File: config.mk
export PLATFORM = sky130hd
export DESIGN_NAME = sorted_key_priority_queue
export DESIGN_NICKNAME = d
export VERILOG_FILES = /design/src/design/skpq_pkg.sv /design/src/design/sorted_key_priority_queue.sv /design/src/design/skpq_ram.sv /design/src/design/skpq_alu.sv
export SDC_FILE = /design/constraint.sdc
export NUM_CORES = 2
export LEC_CHECK = 0
export BUFFER_PORTS_ARGS = -buffer_cell sky130_fd_sc_hd__buf_4
export CORE_ASPECT_RATIO = 1.25
export CORE_UTILIZATION = 35
export DETAILED_ROUTE_END_ITERATION = 16
export PLACE_DENSITY = 0.57
export SLEW_MARGIN = 0
export SYNTH_ARGS = -nofsm -noshare
export SYNTH_HDL_FRONTEND = slang
export SYNTH_SLANG_ARGS = --single-unit
File: constraint.sdc
create_clock -name clk -period 12.5 [get_ports clk]
set_input_delay 0.625 -clock clk [delete_from_list [all_inputs] [get_ports clk]]
set_output_delay 0.625 -clock clk [all_outputs]
set_load 0.005 [all_outputs]
File: src/design/skpq_pkg.sv
// ----------------------------------------------------------------------------
// skpq_pkg
// shared types, request and status codes for the sorted key priority queue
// ----------------------------------------------------------------------------
package skpq_pkg;

  localparam int DEF_CAPACITY = 16;
  localparam int KEY_W        = 32;
  localparam int ITEM_W       = 32;
  localparam int ENTRY_W      = KEY_W + ITEM_W;
  localparam int COUNT_W      = 5;

  localparam logic signed [KEY_W-1:0] KEY_MAX = 32'sh7FFF_FFFF;
  localparam logic signed [KEY_W-1:0] KEY_MIN = 32'sh8000_0000;

  // request codes
  localparam logic [2:0] REQ_INS = 3'd0;
  localparam logic [2:0] REQ_PRE = 3'd1;
  localparam logic [2:0] REQ_APP = 3'd2;
  localparam logic [2:0] REQ_RMH = 3'd3;
  localparam logic [2:0] REQ_RMK = 3'd4;

  // status codes
  localparam logic [1:0] STAT_OK       = 2'd0;
  localparam logic [1:0] STAT_EMPTY    = 2'd1;
  localparam logic [1:0] STAT_FULL     = 2'd2;
  localparam logic [1:0] STAT_NOTFOUND = 2'd3;

  typedef struct packed {
    logic [2:0]              req_type;
    logic signed [KEY_W-1:0] key_in;
    logic [ITEM_W-1:0]       item_in;
  } in_item_t;

  typedef struct packed {
    logic signed [KEY_W-1:0] key_out;
    logic [ITEM_W-1:0]       item_out;
    logic [1:0]              status;
    logic [COUNT_W-1:0]      entry_count;
    logic                    is_empty;
  } out_item_t;

  // results of the shared key unit
  typedef struct packed {
    logic                    lt;
    logic                    eq;
    logic signed [KEY_W-1:0] inc;
    logic signed [KEY_W-1:0] dec;
  } alu_res_t;

endpackage

File: src/design/sorted_key_priority_queue.sv
// ----------------------------------------------------------------------------
// sorted_key_priority_queue
// bounded queue of (key, item) entries held in ascending signed key order
// ----------------------------------------------------------------------------
// latency, from the accepting edge to the edge that raises out_valid: one ram
//   entry is visited per pass through ST_RD (read), then ST_EV (evaluate);
//   an insert walks from the tail, a prepend visits every entry, removals
//   every entry from the head, an append only the tail; adds then write in
//   ST_PUT and ST_FIN parks the result; rejects and unused codes go to ST_FIN
// throughput: one item at a time; the next item is taken the cycle after the
//   result is parked in the output register, which out_stall can hold off
// reset: clears the entry count, the sequencer and the output valid; the
//   entry ram is not cleared and is only read below the entry count
// ----------------------------------------------------------------------------
module sorted_key_priority_queue import skpq_pkg::*; #(
  parameter int CAPACITY = DEF_CAPACITY
) (
  input  logic      clk,
  input  logic      rst_n,
  input  logic      in_valid,
  output logic      in_stall,
  input  in_item_t  in_data,
  output logic      out_valid,
  input  logic      out_stall,
  output out_item_t out_data
);

  localparam int AW = (CAPACITY > 1) ? $clog2(CAPACITY) : 1;
  localparam int CW = $clog2(CAPACITY + 1);
  localparam logic [CW-1:0] CAP_CNT = CW'(CAPACITY);

  // one-hot sequencer states
  typedef enum logic [4:0] {
    ST_IDLE = 5'b00001,
    ST_RD   = 5'b00010,
    ST_EV   = 5'b00100,
    ST_PUT  = 5'b01000,
    ST_FIN  = 5'b10000
  } state_t;

  state_t                  state_r,   state_nxt;
  logic [2:0]              req_r,     req_nxt;
  logic signed [KEY_W-1:0] key_r,     key_nxt;
  logic [ITEM_W-1:0]       item_r,    item_nxt;
  logic [CW-1:0]           cnt_r,     cnt_nxt;
  logic [CW-1:0]           idx_r,     idx_nxt;
  logic [AW-1:0]           put_pos_r, put_pos_nxt;
  logic signed [KEY_W-1:0] new_key_r, new_key_nxt;
  logic                    found_r,   found_nxt;
  logic signed [KEY_W-1:0] res_key_r, res_key_nxt;
  logic [ITEM_W-1:0]       res_item_r, res_item_nxt;
  logic [1:0]              res_stat_r, res_stat_nxt;
  logic                    out_valid_r, out_valid_nxt;
  out_item_t               out_data_r,  out_data_nxt;

  // ram and shared unit hookup
  logic                    ram_we;
  logic [AW-1:0]           ram_waddr;
  logic [ENTRY_W-1:0]      ram_wdata;
  logic [ENTRY_W-1:0]      ram_rdata;
  logic signed [KEY_W-1:0] rd_key;
  logic [ITEM_W-1:0]       rd_item;
  alu_res_t                alu;

  logic          full;
  logic          accept;
  logic [CW-1:0] idx_inc;
  logic [CW-1:0] idx_dec;
  logic [CW-1:0] cnt_dec;
  logic          match;

  assign rd_key  = ram_rdata[ENTRY_W-1:ITEM_W];
  assign rd_item = ram_rdata[ITEM_W-1:0];
  assign full    = (cnt_r == CAP_CNT);
  assign accept  = in_valid && !in_stall;
  assign idx_inc = idx_r + CW'(1);
  assign idx_dec = idx_r - CW'(1);
  assign cnt_dec = cnt_r - CW'(1);

  skpq_ram #(
    .WIDTH (ENTRY_W),
    .DEPTH (CAPACITY),
    .AW    (AW)
  ) u_ram (
    .clk   (clk),
    .we    (ram_we),
    .waddr (ram_waddr),
    .wdata (ram_wdata),
    .raddr (idx_r[AW-1:0]),
    .rdata (ram_rdata)
  );

  // compares the request key against the entry being visited
  skpq_alu u_alu (
    .a   (key_r),
    .b   (rd_key),
    .res (alu)
  );

  // remove head takes the first entry seen, remove by key the first equal one
  assign match = (req_r == REQ_RMH) || alu.eq;

  always_comb begin
    state_nxt     = state_r;
    req_nxt       = req_r;
    key_nxt       = key_r;
    item_nxt      = item_r;
    cnt_nxt       = cnt_r;
    idx_nxt       = idx_r;
    put_pos_nxt   = put_pos_r;
    new_key_nxt   = new_key_r;
    found_nxt     = found_r;
    res_key_nxt   = res_key_r;
    res_item_nxt  = res_item_r;
    res_stat_nxt  = res_stat_r;
    out_valid_nxt = out_valid_r;
    out_data_nxt  = out_data_r;
    ram_we        = 1'b0;
    ram_waddr     = idx_inc[AW-1:0];
    ram_wdata     = ram_rdata;

    // result taken downstream
    if (out_valid_r && !out_stall) begin
      out_valid_nxt = 1'b0;
    end

    case (state_r)
      ST_IDLE: begin
        if (accept) begin
          req_nxt      = in_data.req_type;
          key_nxt      = in_data.key_in;
          item_nxt     = in_data.item_in;
          found_nxt    = 1'b0;
          res_key_nxt  = '0;
          res_item_nxt = '0;
          res_stat_nxt = STAT_OK;
          new_key_nxt  = '0;
          put_pos_nxt  = '0;
          idx_nxt      = cnt_dec;
          state_nxt    = ST_FIN;
          case (in_data.req_type)
            REQ_INS, REQ_PRE, REQ_APP: begin
              if (in_data.req_type == REQ_INS) begin
                res_key_nxt = in_data.key_in;
                new_key_nxt = in_data.key_in;
              end
              if (full) begin
                res_stat_nxt = STAT_FULL;
              end else if (cnt_r == '0) begin
                // empty queue: straight to position zero
                state_nxt = ST_PUT;
              end else begin
                state_nxt = ST_RD;
              end
            end
            REQ_RMH, REQ_RMK: begin
              idx_nxt = '0;
              if (cnt_r == '0) begin
                res_stat_nxt = STAT_EMPTY;
              end else begin
                state_nxt = ST_RD;
              end
            end
            default: begin
            end
          endcase
        end
      end

      ST_RD: begin
        state_nxt = ST_EV;
      end

      ST_EV: begin
        case (req_r)
          REQ_INS: begin
            if (alu.lt) begin
              // entry moves one place toward the tail
              ram_we    = 1'b1;
              ram_waddr = idx_inc[AW-1:0];
              if (idx_r == '0) begin
                put_pos_nxt = '0;
                state_nxt   = ST_PUT;
              end else begin
                idx_nxt   = idx_dec;
                state_nxt = ST_RD;
              end
            end else begin
              // after any equal keys
              put_pos_nxt = idx_inc[AW-1:0];
              state_nxt   = ST_PUT;
            end
          end
          REQ_PRE: begin
            ram_we    = 1'b1;
            ram_waddr = idx_inc[AW-1:0];
            if (idx_r == '0) begin
              new_key_nxt = alu.dec;
              put_pos_nxt = '0;
              state_nxt   = ST_PUT;
            end else begin
              idx_nxt   = idx_dec;
              state_nxt = ST_RD;
            end
          end
          REQ_APP: begin
            new_key_nxt = alu.inc;
            put_pos_nxt = idx_inc[AW-1:0];
            state_nxt   = ST_PUT;
          end
          REQ_RMH, REQ_RMK: begin
            if (found_r) begin
              // close the gap left by the removed entry
              ram_we    = 1'b1;
              ram_waddr = idx_dec[AW-1:0];
            end else if (match) begin
              found_nxt    = 1'b1;
              res_key_nxt  = rd_key;
              res_item_nxt = rd_item;
            end
            if (idx_r == cnt_dec) begin
              state_nxt = ST_FIN;
              if (found_r || match) begin
                cnt_nxt = cnt_dec;
              end else begin
                res_key_nxt  = key_r;
                res_stat_nxt = STAT_NOTFOUND;
              end
            end else begin
              idx_nxt   = idx_inc;
              state_nxt = ST_RD;
            end
          end
          default: begin
            state_nxt = ST_FIN;
          end
        endcase
      end

      ST_PUT: begin
        ram_we      = 1'b1;
        ram_waddr   = put_pos_r;
        ram_wdata   = {new_key_r, item_r};
        cnt_nxt     = cnt_r + CW'(1);
        res_key_nxt = new_key_r;
        state_nxt   = ST_FIN;
      end

      ST_FIN: begin
        // park the result once the output register is free
        if (!out_valid_r || !out_stall) begin
          out_valid_nxt            = 1'b1;
          out_data_nxt.key_out     = res_key_r;
          out_data_nxt.item_out    = res_item_r;
          out_data_nxt.status      = res_stat_r;
          out_data_nxt.entry_count = COUNT_W'(cnt_r);
          out_data_nxt.is_empty    = (cnt_r == '0);
          state_nxt                = ST_IDLE;
        end
      end

      default: begin
        state_nxt = ST_IDLE;
      end
    endcase
  end

  // control state
  always_ff @(posedge clk) begin
    if (!rst_n) begin
      state_r     <= ST_IDLE;
      cnt_r       <= '0;
      out_valid_r <= 1'b0;
    end else begin
      state_r     <= state_nxt;
      cnt_r       <= cnt_nxt;
      out_valid_r <= out_valid_nxt;
    end
  end

  // payload and working registers
  always_ff @(posedge clk) begin
    req_r      <= req_nxt;
    key_r      <= key_nxt;
    item_r     <= item_nxt;
    idx_r      <= idx_nxt;
    put_pos_r  <= put_pos_nxt;
    new_key_r  <= new_key_nxt;
    found_r    <= found_nxt;
    res_key_r  <= res_key_nxt;
    res_item_r <= res_item_nxt;
    res_stat_r <= res_stat_nxt;
    out_data_r <= out_data_nxt;
  end

  // only idle takes a new item
  assign in_stall  = (state_r != ST_IDLE);
  assign out_valid = out_valid_r;
  assign out_data  = out_data_r;

  // occupancy stays within the store
  a_cnt_bound: assert property (@(posedge clk) disable iff (!rst_n)
    cnt_r <= CAP_CNT)
    else $error("entry count above capacity");

  // an accepted item holds off the next one
  a_busy_after_accept: assert property (@(posedge clk) disable iff (!rst_n)
    accept |=> in_stall)
    else $error("input not stalled after accept");

  // count moves by at most one per request
  a_cnt_step: assert property (@(posedge clk) disable iff (!rst_n)
    $past(rst_n) |-> (cnt_r == $past(cnt_r) || cnt_r == $past(cnt_r) + CW'(1) ||
                      cnt_r + CW'(1) == $past(cnt_r)))
    else $error("entry count jumped");

  // a new result only comes out of the finish step
  a_result_from_fin: assert property (@(posedge clk) disable iff (!rst_n)
    $rose(out_valid_r) |-> $past(state_r == ST_FIN))
    else $error("result raised outside finish step");

endmodule

File: src/design/skpq_ram.sv
// ----------------------------------------------------------------------------
// skpq_ram
// generic single write port ram with registered read
// ----------------------------------------------------------------------------
module skpq_ram #(
  parameter int WIDTH = 64,
  parameter int DEPTH = 16,
  parameter int AW    = (DEPTH > 1) ? $clog2(DEPTH) : 1
) (
  input  logic             clk,
  input  logic             we,
  input  logic [AW-1:0]    waddr,
  input  logic [WIDTH-1:0] wdata,
  input  logic [AW-1:0]    raddr,
  output logic [WIDTH-1:0] rdata
);

  logic [WIDTH-1:0] mem [DEPTH];
  logic [WIDTH-1:0] rdata_r;

  always_ff @(posedge clk) begin
    if (we) begin
      mem[waddr] <= wdata;
    end
    rdata_r <= mem[raddr];
  end

  assign rdata = rdata_r;

endmodule

File: src/design/skpq_alu.sv
// ----------------------------------------------------------------------------
// skpq_alu
// shared key unit: signed compare, equality and saturating step
// ----------------------------------------------------------------------------
module skpq_alu import skpq_pkg::*; (
  input  logic signed [KEY_W-1:0] a,
  input  logic signed [KEY_W-1:0] b,
  output alu_res_t                res
);

  always_comb begin
    res.lt  = (a < b);
    res.eq  = (a == b);
    res.inc = (b == KEY_MAX) ? b : b + 32'sd1;
    res.dec = (b == KEY_MIN) ? b : b - 32'sd1;
  end

endmodule

## Yosys cells after proc, flatten, opt, wreduce, memory -nomap -nowiden

Memories as Yosys holds them, arrays and structs flattened. A register that Yosys moved wholly into a read port is not among the register bits.
Cells that the tools add are included.

- Add/sub/neg operators: 6
- Reduce and logical (&&, ||, !) cells: 29
- Equality and inequality tests: 33
- Mux-type cells: 72
- Magnitude comparators: 1

Operator list:

| cell | count |
|---|---|
| $mux 32 | 15 |
| $pmux 32 s2 | 3 |
| $pmux 32 s3 | 1 |
| $mux 5 | 14 |
| $eq 32x32->1 const B | 2 |
| $mux 64 | 1 |
| $add 32x2->32 const B | 1 |
| $eq 32x32->1 | 1 |
| $lt 32x32->1 | 1 |
| $sub 32x2->32 const B | 1 |
| $pmux 5 s2 | 3 |
| $mux 4 | 7 |
| $pmux 5 s5 | 1 |
| $pmux 5 s4 | 1 |
| $ne 2x2->1 const B | 8 |
| $pmux 4 s2 | 2 |
| $pmux 5 s3 | 1 |
| $reduce_and 5->1 | 3 |
| $eq 3x2->1 const B | 4 |
| $mux 1 | 12 |
| $pmux 4 s3 | 1 |
| $add 5x1->5 const B | 2 |
| $eq 5x5->1 const B | 2 |
| $logic_not 5->1 | 2 |
| other kinds (28) | 52 |

- Memories: 1
- Bits of input ports: 71
- Output and inout port bits: 74
- Bits in writable memories: 1024
- Bits in registers: 258

Memories:

| memory | depth | width | rd ports | clocked after memory_dff | wr ports | line | RTL |
|---|---|---|---|---|---|---|---|
| u_ram.mem | 16 | 64 | 1 | 1 | 1 | skpq_ram.sv:18 | `logic [WIDTH-1:0] mem [DEPTH];` |

## Longest topological paths before layout

- Word-level depth: 8
- Depth in mapped cells: 12
- Gate-level depth less buffers: 9

## Modules after synthesis

A second synthesis with hierarchy kept.

- Cell total of the unflattened synthesis: 2966
- Area, all modules: 53727.8 µm²

By module, submodules not included:

| module | instances | area an instance (µm²) | sequential area each (µm²) | cells each |
|---|---|---|---|---|
| skpq_ram | 1 | 39583.0 | 32030.7 | 1647 |
| sorted_key_priority_queue | 1 | 11997.8 | 7637.3 | 1005 |
| skpq_alu | 1 | 2147.1 | 0.0 | 314 |

## Least setup slack after synthesis

OpenSTA, ideal clock, no wires.

- Path kind: reg2reg
- Start: register idx_r[0]
- End: memory u_ram.mem[8][0], enable pin
- Stages on the path, launching flop included: 11
- Required time: 11.855 ns
- Library setup time: 0.645 ns
- Setup slack: 3.042 ns
- Arrival time: 8.813 ns
- Path through: edfxtp_1 -> clkbuf_1 -> buf_1 -> buf_1 -> inv_1 -> ha_1 -> nand4b_1 -> a21oi_1 -> a221oi_1 -> o211ai_1 -> nor4_1

- Longest elaborated chain between the ends: 4

Ends and longest elaborated chain:

| element | line | RTL |
|---|---|---|
| from (decl) | sorted_key_priority_queue.sv:46 | `logic [CW-1:0] idx_r, idx_nxt;` |
| from (signal assigned) | sorted_key_priority_queue.sv:286 | `idx_r <= idx_nxt;` |
| $add 5x1->5 / $sub 5x1->5 (equally long branches) | sorted_key_priority_queue.sv:76, sorted_key_priority_queue.sv:77 |  |
| $mux 4 | sorted_key_priority_queue.sv:212 | `if (found_r) begin` |
| $mux 4 | -- |  |
| $pmux 4 s2 (*) | sorted_key_priority_queue.sv:127 | `case (state_r)` |
| to (decl) | skpq_ram.sv:18 |  |

Every way passes the cells marked *; elsewhere a longest branch is shown, timed or not.

## Worst setup path after layout

- Start: register state_r[4]
- End: memory u_ram.mem[7][39], enable pin

- Longest elaborated chain between the ends: 4

Ends and longest elaborated chain:

| element | line | RTL |
|---|---|---|
| from (decl) | sorted_key_priority_queue.sv:41 | `state_t state_r, state_nxt;` |
| from (signal assigned) | sorted_key_priority_queue.sv:275 | `state_r <= state_nxt;` |
| $eq 5x4->1 / $eq 5x3->1 (equally long branches) | sorted_key_priority_queue.sv:127 |  |
| $pmux 1 s2 | sorted_key_priority_queue.sv:127 |  |
| $mux 1 | skpq_ram.sv:22 | `if (we) begin` |
| $mux 1 (not written as such) | skpq_ram.sv:23 | `mem[waddr] <= wdata;` |

Several ways; a longest one is shown, not always the timed one.

==> metrics.md <==
| Metric | Value |
|---|---|
| Vias in the first global route | `27523` |
| Setup_tns | `0 ps` |
| Hold Path Sink | `item_r[10]` |
| Rel. slew slack | `0.112` |
| Worst-path clk slew | `70 ps` |
| Std cell rows | `159` |
| Hold WC Path Type | `input port to flop` |
| Post-DR wirelength/cell | `25.0 um` |
| Routability cong. | `0.938` |
| VDD IR max | `0.000122 V` |
| Switching share of power | `0.225` |
| Initial antenna violation count | `4` |
| Horiz. Die Dim | `350 um` |
| Top Ports | `145` |
| Status | `complete, no violations` |
| Area grow syn2layout | `15.6%` |
| Critical path class | `flop to flop` |
| Mapped Cells | `2720` |
| Leakage power | `19.9 nW` |
| Critical path data arrival time | `5660 ps` |
| Slew Limit Fails | `0` |
| Cell internal pwr | `7.76 mW` |
| Worst skew pair latency | `740 ps` |
| Data required time at the worst endpoint | `12870 ps` |
| Syn Nets | `2831` |
| First-pass GRT wire length | `187 mm` |
| Register area share after synthesis | `0.749` |
| Setup Viol. Count Final | `0` |
| Reg-to-Reg End | `u_ram.mem[7][39]` |
| Final period utilization | `0.423` |
| Min-Delay Path Depth | `1` |
| Hold path startpoint | `in_data[10]` |
| Grt ovf | `0` |
| FF+latch count, synth | `1346` |
| CTS max path bufs | `3` |
| Layout Skew | `32.7 ps` |
| Utilization after layout | `0.408` |
| Die height | `437 um` |
| Combinational power share | `0.080` |
| Drt first pass iters | `5` |
| Reg2Reg Launch Point | `state_r[4]` |
| Sequential Power Share | `0.522` |
| H-Tree Depth | `3` |
| Routed Antenna Nets | `0` |
| Pwr/cell area | `163 nW/um^2` |
| Synth top area cells | `edfxtp_1, mux4_2, dfxtp_1, nand2_1, ha_1` |
| Num CTS Buffers | `120` |
| HPWL after DPL | `73.8 mm` |
| Synthesized cell area | `53000 sq um` |
| Multi-input logic area | `12700 sq um` |
| FF/Latch Area | `39700 sq um` |
| NetSw | `2.25 mW` |
| Routed vias | `26277` |
| Tot GR Track Use | `0.165` |
| Worst-Margin Slew | `1320 ps` |
| Post-CTS setup buffers | `0` |
| Final Hold Fails | `0` |
| Library cells used by synthesis | `76` |
| Nets | `3046` |
| Min cycle time layout | `5290 ps` |
| Largest net degree at the start of global routing | `137` |
| Mean post-synth cell area | `19.5 sq um` |
| Fillers | `13206` |
| Pwr Total | `10.0 mW` |
| Violation count after the first detailed-routing iteration | `2183` |
| R2R cell count | `9` |
| Layout cells sized above 1 | `0.257` |
| Root Buffer | `clkbuf_16` |
| CP endpoint kind | `flop` |
| Synth top area share | `0.720` |
| CTS tree | `built` |
| Commonest cells post-synth | `edfxtp_1, mux4_2, nand2_1, clkbuf_1, nor2_1` |
| Drt via density | `5.20` |
| Max-cap violations | `0` |
| Clock power share | `0.398` |
| Peak Freq | `189 MHz` |
| Yosys warnings | `0` |
| Async set-or-reset flop fraction in the synthesized netlist | `0` |
| Post-route DRC | `0` |
| IO buf count | `144` |
| Critical Path Start Type | `flop` |
| Post-synth EDFFs | `1271` |
| Cell with the most instances after synthesis | `edfxtp_1` |
| RSZ-0062 raised after global routing | `false` |
| Detailed Route WL | `127 mm` |
| Yosys top cell by area | `edfxtp_1` |
| Core area | `150000 sq um` |
| Initial Utilization | `0.353` |
| Clk sink count | `1346` |
| R2r setup slk | `7210 ps` |
| Synth Flop Type | `edfxtp_1` |
| Worst Path Max Fanout | `41` |
| Die ar. | `153000 sq um` |
metrics by stage:
step	hold slack, ps	setup slack [ps]	instances	instance area, sq um
floorplan	400	3040	2720	53000
global placement	403	7220	4817	56900
detailed placement	405	7160	4817	56900
CTS	0.568	7120	5054	61200
global route	31.3	6790	5055	61300
finish	64.1	7210	5055	61300
worst max-delay path, stage by stage (launching register included):
cell	delay, ps
dfxtp_1	370
nor3_4	200
buf_4	520
nand2_4	430
nor2_1	310
a21oi_1	120
a221oi_1	850
nand3_1	380
nor2_4	970
buf_4	700
sequential cells by signal (all words and copies together), names as in the netlist:
register,flops
req_r,3
state_r,5
res_item_r,32
out_data,72
u_ram.rdata,64
new_key_r,32
item_r,32
put_pos_r,4
idx_r,5
res_stat_r,2
out_valid,1
u_ram.mem,1024
cnt_r,5
key_r,32
found_r,1
res_key_r,32
layout by cell type, fill, tap and decap left out, drive strengths merged, types with 46 or more instances in the layout:
master / netlist / layout
o21ai: 75 / 75
edfxtp: 1271 / 1271
inv: 47 / 49
dfxtp: 75 / 75
clkbuf: 105 / 150
nand2: 190 / 190
clkinv: 0 / 46
buf: 41 / 231
nor2: 94 / 94
mux4: 320 / 320
area by class of cell:
cell class / instances / area share
timing repair buffer: 239 / 0.0304
tap: 2012 / 0.0411
sequential: 1346 / 0.648
inverter: 47 / 0.00288
antenna: 1 / 0.0000409
clock buffer: 150 / 0.0527
clock inverter: 79 / 0.0171
multi-input combinational: 1181 / 0.208
power by group through the flow:
stage | clock network [mW] | logic (mW) | registers, mW
6_report | 3.99 | 0.797 | 5.23
5_1_grt | 4.23 | 0.867 | 5.24
4_1_cts | 4.08 | 0.808 | 5.23
3_5_place_dp | 0 | 0.803 | 5.32
3_3_place_gp | 0 | 0.796 | 5.32
2_1_floorplan | 0 | 0.504 | 5.29
cells by family (layout without fill, tap and decap cells):
group           after synthesis  count (layout)  share of synthesized area
simple gates                486             486                     0.0440
fa+ha+maj                    40              40                    0.00944
compound gates              250             250                     0.0324
other cells                   0               1                          0
mux                         361             361                      0.144
buf+inv                     193             515                     0.0141
xor+xnor                     44              44                    0.00779
flops                      1346            1346                      0.749
what timing repair did:
item	in CTS	in global routing
gates resized for setup	0	0
hold buffers	8	0
endpoints found under the hold margin	8	0
layer usage:
layer  global-route usage  up-vias  share of wire
met3               0.0201      184          0.047
met2                0.277      713           0.50
met1                0.223    13818           0.43
li1                     -    11560              -
met4               0.0555        2          0.027
met5                    0        -       0.000063
how the worst max path moves through the flow:
stage                           from  slack (ps)                to  depth (start not counted)
after CTS                 state_r[4]        7120  u_ram.mem[4][40]                          9
after floorplan             idx_r[0]        3040   u_ram.mem[8][0]                         10
after detailed placement  state_r[4]        7160  u_ram.mem[4][30]                          9
after global routing      state_r[4]        6790  u_ram.mem[7][39]                          9
after global placement    state_r[4]        7220  u_ram.mem[5][30]                          9
final                     state_r[4]        7210  u_ram.mem[7][39]                          9
Note: power is estimated with default switching activity, not from simulation.
